===== src/pict_pkg.sv =====
// Shared types, constants and the tracked PGN table for the instance conflict tracker.
// No dependencies; every other file but pict_ram imports this package.
package pict_pkg;

   localparam int TRACKED_PGNS = 10;
   localparam int SOURCE_SLOTS = 256;
   localparam int KNOWN_PGNS   = 10;
   localparam int PGN_COUNT    = (TRACKED_PGNS < KNOWN_PGNS) ? TRACKED_PGNS : KNOWN_PGNS;

   localparam int INST_VALS    = 256;
   localparam int GROUP_CAP    = 256;
   localparam int SLOT_DEPTH   = TRACKED_PGNS * SOURCE_SLOTS;
   localparam int GROUP_DEPTH  = TRACKED_PGNS * INST_VALS;
   localparam int CLR_DEPTH    = (SLOT_DEPTH > GROUP_DEPTH) ? SLOT_DEPTH : GROUP_DEPTH;

   localparam int PIDX_W   = (TRACKED_PGNS > 1) ? $clog2(TRACKED_PGNS) : 1;
   localparam int SLOT_AW  = $clog2(SLOT_DEPTH);
   localparam int GRP_AW   = $clog2(GROUP_DEPTH);
   localparam int CLR_AW   = $clog2(CLR_DEPTH);
   localparam int SRC_W    = 8;
   localparam int CNT_W    = 9;
   localparam int TOTAL_W  = 11;
   localparam int SLOT_W   = 9;

   typedef logic [17:0]         pgn_type;
   typedef logic [7:0]          byte_type;
   typedef logic [CNT_W-1:0]    count_type;
   typedef logic [TOTAL_W-1:0]  total_type;
   typedef logic [SLOT_W-1:0]   slot_type;
   typedef logic [PIDX_W-1:0]   pidx_type;
   typedef logic [SLOT_AW-1:0]  slot_addr_type;
   typedef logic [GRP_AW-1:0]   grp_addr_type;
   typedef logic [CLR_AW-1:0]   clr_addr_type;

   localparam byte_type NO_INST = 8'hFF;

   typedef enum logic {
      OP_TRACK = 1'b0,
      OP_CLEAR = 1'b1
   } op_type;

   typedef enum logic [2:0] {
      ST_IDLE,
      ST_CLEAR,
      ST_OLD,
      ST_DEC,
      ST_INC,
      ST_DONE
   } state_type;

   localparam pgn_type PGN_LIST [KNOWN_PGNS] = '{
      18'd127488, 18'd127489, 18'd127502, 18'd127505, 18'd127508,
      18'd127509, 18'd127513, 18'd130312, 18'd130314, 18'd130316
   };

   // set where the instance sits in data byte 1 rather than byte 0
   localparam logic USES_BYTE1 [KNOWN_PGNS] = '{
      1'b0, 1'b0, 1'b0, 1'b0, 1'b0, 1'b0, 1'b0, 1'b1, 1'b1, 1'b1
   };

   typedef struct packed {
      logic          hit;
      byte_type      inst;
      pidx_type      pidx;
      slot_addr_type slot_addr;
      grp_addr_type  grp_addr;
   } dec_type;

endpackage


===== src/pict_decode.sv =====
// Message classifier: PGN lookup, instance byte extraction and table addresses.
// Depends on pict_pkg.
module pict_decode (
   input  pict_pkg::pgn_type  pgn_number,
   input  pict_pkg::byte_type source_addr,
   input  pict_pkg::byte_type data_length,
   input  pict_pkg::byte_type data_byte0,
   input  pict_pkg::byte_type data_byte1,
   output pict_pkg::dec_type  dec
);
   import pict_pkg::*;

   logic     pgn_hit;
   logic     use_b1;
   pidx_type pidx;
   byte_type inst;
   logic     src_ok;

   always_comb begin
      pgn_hit = 1'b0;
      use_b1  = 1'b0;
      pidx    = '0;
      // list entries are distinct, so at most one matches
      for (int i = 0; i < PGN_COUNT; i++) begin
         if (pgn_number == PGN_LIST[i]) begin
            pgn_hit = 1'b1;
            use_b1  = USES_BYTE1[i];
            pidx    = PIDX_W'(i);
         end
      end

      inst = NO_INST;
      if (pgn_hit) begin
         if (use_b1) begin
            if (data_length >= 8'd2) begin
               inst = data_byte1;
            end
         end else if (data_length >= 8'd1) begin
            inst = data_byte0;
         end
      end

      src_ok = {1'b0, source_addr} < (SRC_W + 1)'(SOURCE_SLOTS);

      dec.hit       = pgn_hit && (inst != NO_INST) && src_ok;
      dec.inst      = inst;
      dec.pidx      = pidx;
      dec.slot_addr = SLOT_AW'(int'(pidx) * SOURCE_SLOTS + int'(source_addr));
      dec.grp_addr  = GRP_AW'(int'(pidx) * INST_VALS + int'(inst));
   end

endmodule


===== config.mk =====
export PLATFORM = sky130hd
export DESIGN_NAME = pict_decode
export DESIGN_NICKNAME = d
export VERILOG_FILES = /design/src/pict_pkg.sv /design/src/pict_decode.sv
export SDC_FILE = /design/constraint.sdc
export NUM_CORES = 1
export LEC_CHECK = 0
export ABC_AREA = 1
export BUFFER_PORTS_ARGS = -buffer_cell sky130_fd_sc_hd__buf_2
export CAP_MARGIN = 10
export CORE_MARGIN = 8
export CORE_UTILIZATION = 34
export DETAILED_ROUTE_END_ITERATION = 8
export PLACE_DENSITY = 0.93
export SLEW_MARGIN = 20
export SYNTH_ARGS = -nofsm -noshare
export SYNTH_HDL_FRONTEND = slang
export SYNTH_SLANG_ARGS = --single-unit

===== constraint.sdc =====
create_clock -name vclk -period 1.22
set_input_delay 0.122 -clock vclk [all_inputs]
set_output_delay 0.122 -clock vclk [all_outputs]
set_load 0.02 [all_outputs]

======== After elaboration in Yosys (flattened, before gate mapping) ========
Index checks and enable logic that the tools add are counted.
cells by class
  $lt $le $gt $ge ......................... 2
  reductions and logical operators ........ 1
  mux-type cells .......................... 26
  $add $sub $neg .......................... 2
  eq/ne operators ......................... 11
operator list
  operator                                                           number
  equality test 18 x 17 -> 1 bit, second input constant              10
  two-way mux 4 bit                                                  8
  two-way mux 8 bit                                                  4
  adder 12 x 8 -> 12 bit                                             2
  two-way mux 1 bit                                                  14
  greater-or-equal comparator 8 x 1 -> 1 bit, second input constant  1
  greater-or-equal comparator 8 x 2 -> 1 bit, second input constant  1
  != test 8 bit, second input constant                               1
  logical AND 1 bit                                                  1
word-level totals
  output and inout port bits .............. 37
  input bits .............................. 50
  logic and storage cells ................. 42
  register bits after elaboration ......... 0

======== Depth between registers and ports, before layout ========
Gate-level depths: netlist (run 1).
  word-level depth ........................ 14
  depth in mapped cells ................... 13
  depth with buffers taken out ............ 13

======== Least setup slack after synthesis (run 1) ========
Ideal clock, no wire load.
  kind .................................... input -> output
  start point ............................. input port pgn_number[5]
  end point ............................... output port dec[36] (netlist name)
  stages on the path ...................... 12
  path slack .............................. -346 ps
  path buffers ............................ 0
  data arrival time ....................... 1444 ps
  required time ........................... 1098 ps
  cells stage by stage .................... nor2_1 -> nand2_2 -> nor2_4 -> nand3_1 -> nand2_2 -> inv_2 -> nand3_1 -> nand2_1 -> nand2_1 -> nand2_1 -> nor2_1 -> nand2_1
RTL lines
  item                line              source
  start: declaration  pict_decode.sv:4  input pict_pkg::pgn_type pgn_number,
  end: declaration    pict_decode.sv:9  output pict_pkg::dec_type dec

==> impl_metrics.yaml, run 1 <==
logic_synthesis:
  ys_types: 17
  yosysSeqAreaShare_pct: 0
  syn_inst: 161
  synth.largest_area_cell: "buf_4"
  synth_area_leaders: "buf_4 21%, nand2_1 18%, nor2_1 14%"
  avgSynthCellArea_sq_um: 5.238
  netlist_area_sq_um: 843.3
  synth_top_area_share_pct: 21.36
  synthesis.nets: 211
  ys_warn_count: 0
route:
  vias_per_cell: 4.829
  drtIter0Drc: 53
  firstDrtPassIters: 4
  num_vias: 1246
  ant_nets: 0
  drcViolationCount: 0
  wire_per_inst_um: 16.11
  detail_route.wirelength_um: 4157
sta:
  min_period_ns: 1.745
  fmax_mhz: 573.1
  tightestPinTransition_ns: 0.2717
  max-slew-margin-rel_pct: 81.85
  final-max-slew-violation-count: 0
  finalHoldViolations: 0
  fin_crit_sh_pct: 143.0
  fin_ws_ns: -0.5249
  rsz0062_at_grt: "true"
  setup_viol: 29
pwr:
  leakagePower_nw: 1.005
  power.total_w: 0.0002535
  power_density_nw_per_um2: 137.7
  ir_drop_v: 0.0001660
place:
  placed_cells: 252
  dp_slack_ns: -0.5358
  dp_hpwl_um: 2493
  place_area_sq_um: 1300
  io_buffers: 71
  gp_congestion: 0.8063
die:
  die_x_um: 65.80
  dieArea_sq_um: 4330
  start_util_pct: 34.99
  ioPinCount: 87
  die_h_um: 65.80
  row_count: 18
  coreArea_sq_um: 2410
final_layout:
  layout-drive-gt1-share_pct: 78.95
  diodes: 0
  ff_latch_area_sq_um: 0
  seq_cells: 0
  finalNetCount: 280
  fillers: 179
  final_cells: 258
  clock_buffers: 0
  synthToLayoutAreaGrowth_pct: 118.2
  fin_area_sq_um: 1841
worst_setup_path:
  cpPeakStageDelay_ns: 0.23
  worstPathMaxFanout: 8
  cp_common_cell: "nand2_2"
  endpoint_kind: "output port"
  worstPathRequired_ns: 1.10
  cp.arrival_ns: 1.62
  cp_top_family: "simple AND/OR/NAND/NOR gates"
  slowest_stage: "nor2_1"
  cp_cell_sequence: "buf_2, nor2_4, nand2_1, nor2_1, nand3_2, nand2_2, nor2_4, nand3_4, nand2_4, nand2_2, nor2_2, nand2_2, buf_6"
  critPathKind: "in2out"
  worstPathBufferInverterCount: 2
  cp-start-kind: "input port"
hold_path:
  hold_class: "in2out"
job:
  cap_violations: 0
global_routing:
  antenna_found_initial: 0
  grt_pass1_wl_um: 5409
  grt_use_total_pct: 14.87
  grt_overflow_total: 0
  grt_max_degree: 9
  grt_pass1_vias: 1259
outcome:
  violations: "negative setup slack"
  outcome: "finished, violations left"
==> timing repair <==
item / CTS / global route
pin swaps: 27 / 32
hold buffers: 0 / 0
gates cloned: 1 / 0
gates resized for setup: 90 / 46
setup buffers: 3 / 5
setup endpoints to repair: 29 / 29
==> power by group <==
part           leakage (nW)  switching, W  total [W]  internal (W)
Clock                     0             0          0             0
Combinational          1.01      0.000131   0.000253      0.000122
Sequential                0             0          0             0
Total                  1.01      0.000131   0.000253      0.000122
==> final timing paths <==
kind,slack (ns),cells past startpoint,startpoint,end
setup / recovery,-0.52,13,pgn_number[7],dec[36]
hold / removal,0.24,0,source_addr[0],dec[12]
==> synthesized netlist by cell type <==
library cell	n
nand2_1	40
nor2_1	31
buf_4	24
inv_1	16
nand3_1	15
nand2_2	10
nor2_2	5
o21ai_2	4
or2_2	4
inv_2	3
nand3_2	2
nor2_4	2
buf_8	1
nand3_4	1
nand4_1	1
nor3_1	1
nor3_2	1
==> per-layer routing <==
layer	part of all wire (%)	vias up	track usage (%)
li1	-	602	-
met4	2.1	0	3.542
met2	53	55	28.87
met5	0	-	0
met3	6.3	10	2.373
met1	39	579	16.05
==> cell type report <==
cell class / instances / area (sq um) / area share, %
tap: 30 / 37.54 / 2.039
inverter: 19 / 86.33 / 4.691
timing repair buffer: 92 / 803.3 / 43.64
multi-input combinational: 117 / 913.4 / 49.63
==> through the flow <==
step	hold slack [ns]	TNS [ns]	utilization (%)
3_5_place_dp	0.2441	-8.286	53.95
2_1_floorplan	0.3566	-1.427	-
4_1_cts	0.2441	-7.207	68.38
6_report	0.2440	-9.796	76.38
5_1_grt	0.2440	-12.01	76.38
3_3_place_gp	0.2441	-7.794	53.95
==> kinds of logic after synthesis <==
| kind of cell | count (synthesis) | share of synthesized area [%] |
|---|---|---|
| buffers and inverters | 44 | 31.60 |
| AND/OR/NAND/NOR | 113 | 64.24 |
| AO/OA/AOI/OAI | 4 | 4.154 |
==> layout by cell type (no fill, tap or decap), drive strengths merged <==
cell	synthesis	routed
nand4	1	1
nor3	2	2
nor2	38	38
nand2	50	50
buf	25	92
o21ai	4	4
or2	4	4
inv	19	19
nand3	18	18
(Power assumes the default switching activity.)
==> inputs of run 2 (changes only) <==
--- a/config.mk
+++ b/config.mk
@@ -12,6 +12,7 @@
 export CORE_UTILIZATION = 34
 export DETAILED_ROUTE_END_ITERATION = 8
 export PLACE_DENSITY = 0.93
+export SKIP_LAST_GASP = 1
 export SLEW_MARGIN = 20
 export SYNTH_ARGS = -nofsm -noshare
 export SYNTH_HDL_FRONTEND = slang
==> run 2 against run 1 <==
Net effect: the run still ends with negative setup slack left; sequential share of layout area stayed put; wire length is 0.24% higher; global-route usage stayed put; critical path depth stayed put; via count is 0.48% lower; fmax is 0.17% higher; combinational power hardly changed; first-iteration DRC count is 17% higher; flip-flop and latch count stayed put; largest power group unchanged; power is 1.1% lower; worst setup slack better by 0.0030 ns; non-clock buffer count stayed put.
==> impl_metrics.yaml, run 2 (synthesis results as in run 1) <==
outcome:
  outcome: "finished, violations left"
  violations: "negative setup slack"
die:
  row_count: 18
  dieArea_sq_um: 4330
  coreArea_sq_um: 2410
  ioPinCount: 87
  die_h_um: 65.80
  start_util_pct: 34.99
  die_x_um: 65.80
hold_path:
  min_from: "source_addr[0]"
  min_path_cells: 0
  min_to: "dec[12]"
  hold_class: "in2out"
place:
  io_buffers: 71
  dp_hpwl_um: 2493
  gp_congestion: 0.8063
sta:
  finalHoldViolations: 0
  min_period_ns: 1.742
  fin_hold_ws_ns: 0.2440
  rsz0062_at_grt: "true"
  final-max-slew-violation-count: 0
  max-slew-margin-rel_pct: 81.85
  setup_viol: 29
  fmax_mhz: 574.1
  fin_ws_ns: -0.5220
  tightestPinTransition_ns: 0.2716
  fin_crit_sh_pct: 142.8
worst_setup_path:
  worstPathMaxFanout: 8
  cpPeakStageDelay_ns: 0.23
  cp-start-kind: "input port"
  critPathKind: "in2out"
  cp_cell_sequence: "buf_2, nor2_4, nand2_1, nor2_1, nand3_2, nand2_2, nor2_4, nand3_4, nand2_4, nand2_2, nor2_2, nand2_2, buf_6"
  worstPathRequired_ns: 1.10
  cp.arrival_ns: 1.62
  cp_top_family: "simple AND/OR/NAND/NOR gates"
  cp_common_cell: "nand2_2"
  endpoint_kind: "output port"
  worstPathBufferInverterCount: 2
  slowest_stage: "nor2_1"
final_layout:
  synthToLayoutAreaGrowth_pct: 117.2
  clock_buffers: 0
  ff_latch_area_sq_um: 0
  seq_cells: 0
  finish.utilization_pct: 76.01
  final_cell_mix: "39 x buf_6, 34 x buf_2, 21 x nor2_1, 20 x nand2_2, 16 x nand2_4"
  diodes: 0
  layout-drive-gt1-share_pct: 78.51
  final_common_cell: "buf_6"
  fillers: 177
  finalNetCount: 280
pwr:
  ir_drop_v: 0.0001449
  leakagePower_nw: 1.004
  power_density_nw_per_um2: 136.8
global_routing:
  grt_overflow_total: 0
  grt_pass1_vias: 1259
  grt_pass1_wl_um: 5409
  grt_use_total_pct: 14.87
  antenna_found_initial: 0
  grt_max_degree: 9
route:
  ant_nets: 0
  vias_per_cell: 4.806
  drtIter0Drc: 62
  detail_route.wirelength_um: 4167
  firstDrtPassIters: 4
  drcViolationCount: 0
  wire_per_inst_um: 16.15
  num_vias: 1240
cts:
  cts_hold_buf: 0
job:
  cap_violations: 0
-- run 2: cell types whose count changed in the layout (fill, tap and decap cells not counted) --
cell,delta
nor2_2,-1
buf_8,-1
inv_2,+1
nor2_1,+1
buf_6,+1
inv_4,-1
-- run 2: per-layer routing --
metal / up-vias / global-route usage (%) / routed length, um
li1: 600 / - / -
met1: 579 / 16.05 / 1620
met2: 51 / 28.87 / 2199
met3: 10 / 2.373 / 260
met4: 0 / 3.542 / 87
met5: - / 0 / 0
-- run 2: layout make-up --
type / count / area [sq um] / share of cell area [%]
multi-input cells: 117 / 910.9 / 49.73
well taps: 30 / 37.54 / 2.049
inverters: 19 / 83.83 / 4.576
repair buffers: 92 / 799.5 / 43.65
-- run 2: worst max-delay path by stage --
| stage | startpoint | endpoint | slack [ns] | depth (start not counted) |
|---|---|---|---|---|
| final | pgn_number[7] | dec[36] | -0.52 | 13 |
| after global routing | pgn_number[4] | dec[36] | -0.63 | 14 |
| after CTS | pgn_number[8] | dec[36] | -0.43 | 14 |
| after detailed placement | pgn_number[15] | dec[36] | -0.54 | 14 |
| after global placement | pgn_number[15] | dec[36] | -0.52 | 14 |
| after floorplan | pgn_number[11] | dec[36] | -0.24 | 12 |
-- run 2: metrics by stage --
stage	std cells	instance area [sq um]	TNS, ns	total power, W	setup slack, ns
finish	258	1832	-9.729	0.0002507	-0.5220
global route	258	1832	-12.04	0.0002679	-0.6251
CTS	255	1648	-7.207	0.0002113	-0.4268
detailed placement	252	1300	-8.286	0.0001803	-0.5358
global placement	252	1300	-7.794	0.0001746	-0.5185
floorplan	161	980.9	-1.427	0.0001288	-0.2400
-- run 2: timing repair --
item                                    CTS  global route
endpoints found under the setup margin   29            29
gates cloned                              1             0
gates resized for setup                  90            43
setup buffers                             3             5
pin swaps                                27            32
-- run 2: where the power goes --
group	switching, W	total [W]	internal (W)
Sequential	0	0	0
Combinational	0.000131	0.000251	0.000120
Clock	0	0	0
==> inputs of run 3 (changes only) <==
--- a/config.mk
+++ b/config.mk
@@ -12,6 +12,7 @@
 export CORE_UTILIZATION = 34
 export DETAILED_ROUTE_END_ITERATION = 8
 export PLACE_DENSITY = 0.93
+export SETUP_SLACK_MARGIN = 0.1
 export SKIP_LAST_GASP = 1
 export SLEW_MARGIN = 20
 export SYNTH_ARGS = -nofsm -noshare
==> run 3 against run 2 <==
Net effect: the run still ends with negative setup slack left; combinational power barely moved; first-iteration DRC count fell by 18%; via count rose by 1.1%; highest routed layer unchanged; core utilization fell by 0.57 points; critical path depth rose by 1; worst hold slack barely moved; non-clock buffer count fell by 2; clock-buffer cell count did not move; critical endpoint unchanged; fmax fell by 0.26%; design area fell by 0.75%.
==> impl_metrics.yaml, run 3 (synthesis results as in run 1) <==
worst_setup_path:
  critPathKind: "in2out"
  worstPathRequired_ns: 1.10
  slowest_stage: "nand3_4"
  cp-start-kind: "input port"
  cp_cell_sequence: "buf_2, inv_1, nor2_1, nand2_1, inv_2, nand3_2, nand2_4, nor2_4, nand3_4, nand2_4, nand2_1, nor2_1, nand2_2, buf_6"
  cp_top_family: "simple AND/OR/NAND/NOR gates"
  worstPathMaxFanout: 8
  cpPeakStageDelay_ns: 0.25
  endpoint_kind: "output port"
  cp.arrival_ns: 1.62
  worstPathBufferInverterCount: 4
pwr:
  power_density_nw_per_um2: 137.6
  ir_drop_v: 0.0001581
  switching_share_pct: 49.56
  p_clk_share_pct: 0
  leakagePower_nw: 1.012
  internal-power_w: 0.0001262
  seqPwrFrac_pct: 0
  switching_power_w: 0.0001240
  combPwrFrac_pct: 100.0
sta:
  min_period_ns: 1.747
  tightestPinTransition_ns: 0.2773
  final-max-slew-violation-count: 0
  finalHoldViolations: 0
  setup_viol: 27
  fin_crit_sh_pct: 143.2
  fin_hold_ws_ns: 0.2440
  max-slew-margin-rel_pct: 81.51
  rsz0062_at_grt: "true"
  fin_ws_ns: -0.5266
  tns_ns: -9.411
  fmax_mhz: 572.6
hold_path:
  hold_class: "in2out"
die:
  ioPinCount: 87
  die_x_um: 65.80
  start_util_pct: 34.99
  dieArea_sq_um: 4330
  coreArea_sq_um: 2410
  die_h_um: 65.80
  row_count: 18
final_layout:
  clock_buffers: 0
  fillers: 159
  layout-drive-gt1-share_pct: 73.45
  fin_area_sq_um: 1818
  final_cell_mix: "44 x buf_6, 30 x buf_2, 24 x nor2_1, 19 x nand2_1, 18 x nand2_4"
  final_common_cell: "buf_6"
  seq_cells: 0
  finalNetCount: 278
  synthToLayoutAreaGrowth_pct: 115.6
  diodes: 0
  ff_latch_area_sq_um: 0
global_routing:
  antenna_found_initial: 0
  grt_pass1_wl_um: 4692
  grt_use_total_pct: 12.69
  grt_overflow_total: 0
  grt_max_degree: 13
  grt_pass1_vias: 1107
place:
  dp_slack_ns: -0.5004
  place_area_sq_um: 1315
  dp_hpwl_um: 2458
  gp_congestion: 0.8274
  io_buffers: 71
outcome:
  outcome: "finished, violations left"
  violations: "negative setup slack"
route:
  vias_per_cell: 4.898
  drcViolationCount: 0
  detail_route.wirelength_um: 4008
  drtIter0Drc: 51
  ant_nets: 0
  wire_per_inst_um: 15.66
  num_vias: 1254
  firstDrtPassIters: 4
job:
  cap_violations: 0
[run 3: cell count changes in the layout (fill, tap and decap cells not counted), sizes merged]
cell    previous run  this run
buf               92        89
clkbuf             0         1
[run 3: final cells by class]
type               count  area (sq um)  share of cell area, %
inverters             19         81.33                  4.474
multi-input cells    117         895.9                  49.28
well taps             30         37.54                  2.065
repair buffers        90         803.3                  44.18
[run 3: per-stage QoR]
stage	total power, W	cells	utilization (%)
after detailed placement	0.0001801	252	54.57
after floorplan	0.0001318	161	-
after global routing	0.0002669	256	75.44
after CTS	0.0002121	253	63.76
after global placement	0.0001754	252	54.57
final	0.0002502	256	75.44
[run 3: worst paths after layout]
check	cells after the start	from	slack [ns]	to
max	14	pgn_number[4]	-0.53	dec[36]
min	0	source_addr[0]	0.24	dec[12]
[run 3: layer usage]
| layer | up-vias | share of wire, % | GRT usage (%) |
|---|---|---|---|
| met1 | 598 | 37 | 12.67 |
| met3 | 4 | 5.4 | 1.525 |
| met4 | 0 | 0.85 | 2.725 |
| met2 | 51 | 57 | 26.43 |
| met5 | - | 0 | 0 |
| li1 | 601 | - | - |
[run 3: power by group through the flow]
stage	sequential, W	clock (W)	combinational, W
final	0	0	0.000250
after global routing	0	0	0.000267
after CTS	0	0	0.000212
after detailed placement	0	0	0.000180
after global placement	0	0	0.000175
after floorplan	0	0	0.000132
[run 3: what timing repair did]
item / in CTS / in global routing
setup buffers: 2 / 2
gates resized for setup: 55 / 67
endpoints found under the setup margin: 29 / 29
hold buffers: 0 / 0
pin swaps: 5 / 17
gates cloned: 0 / 1
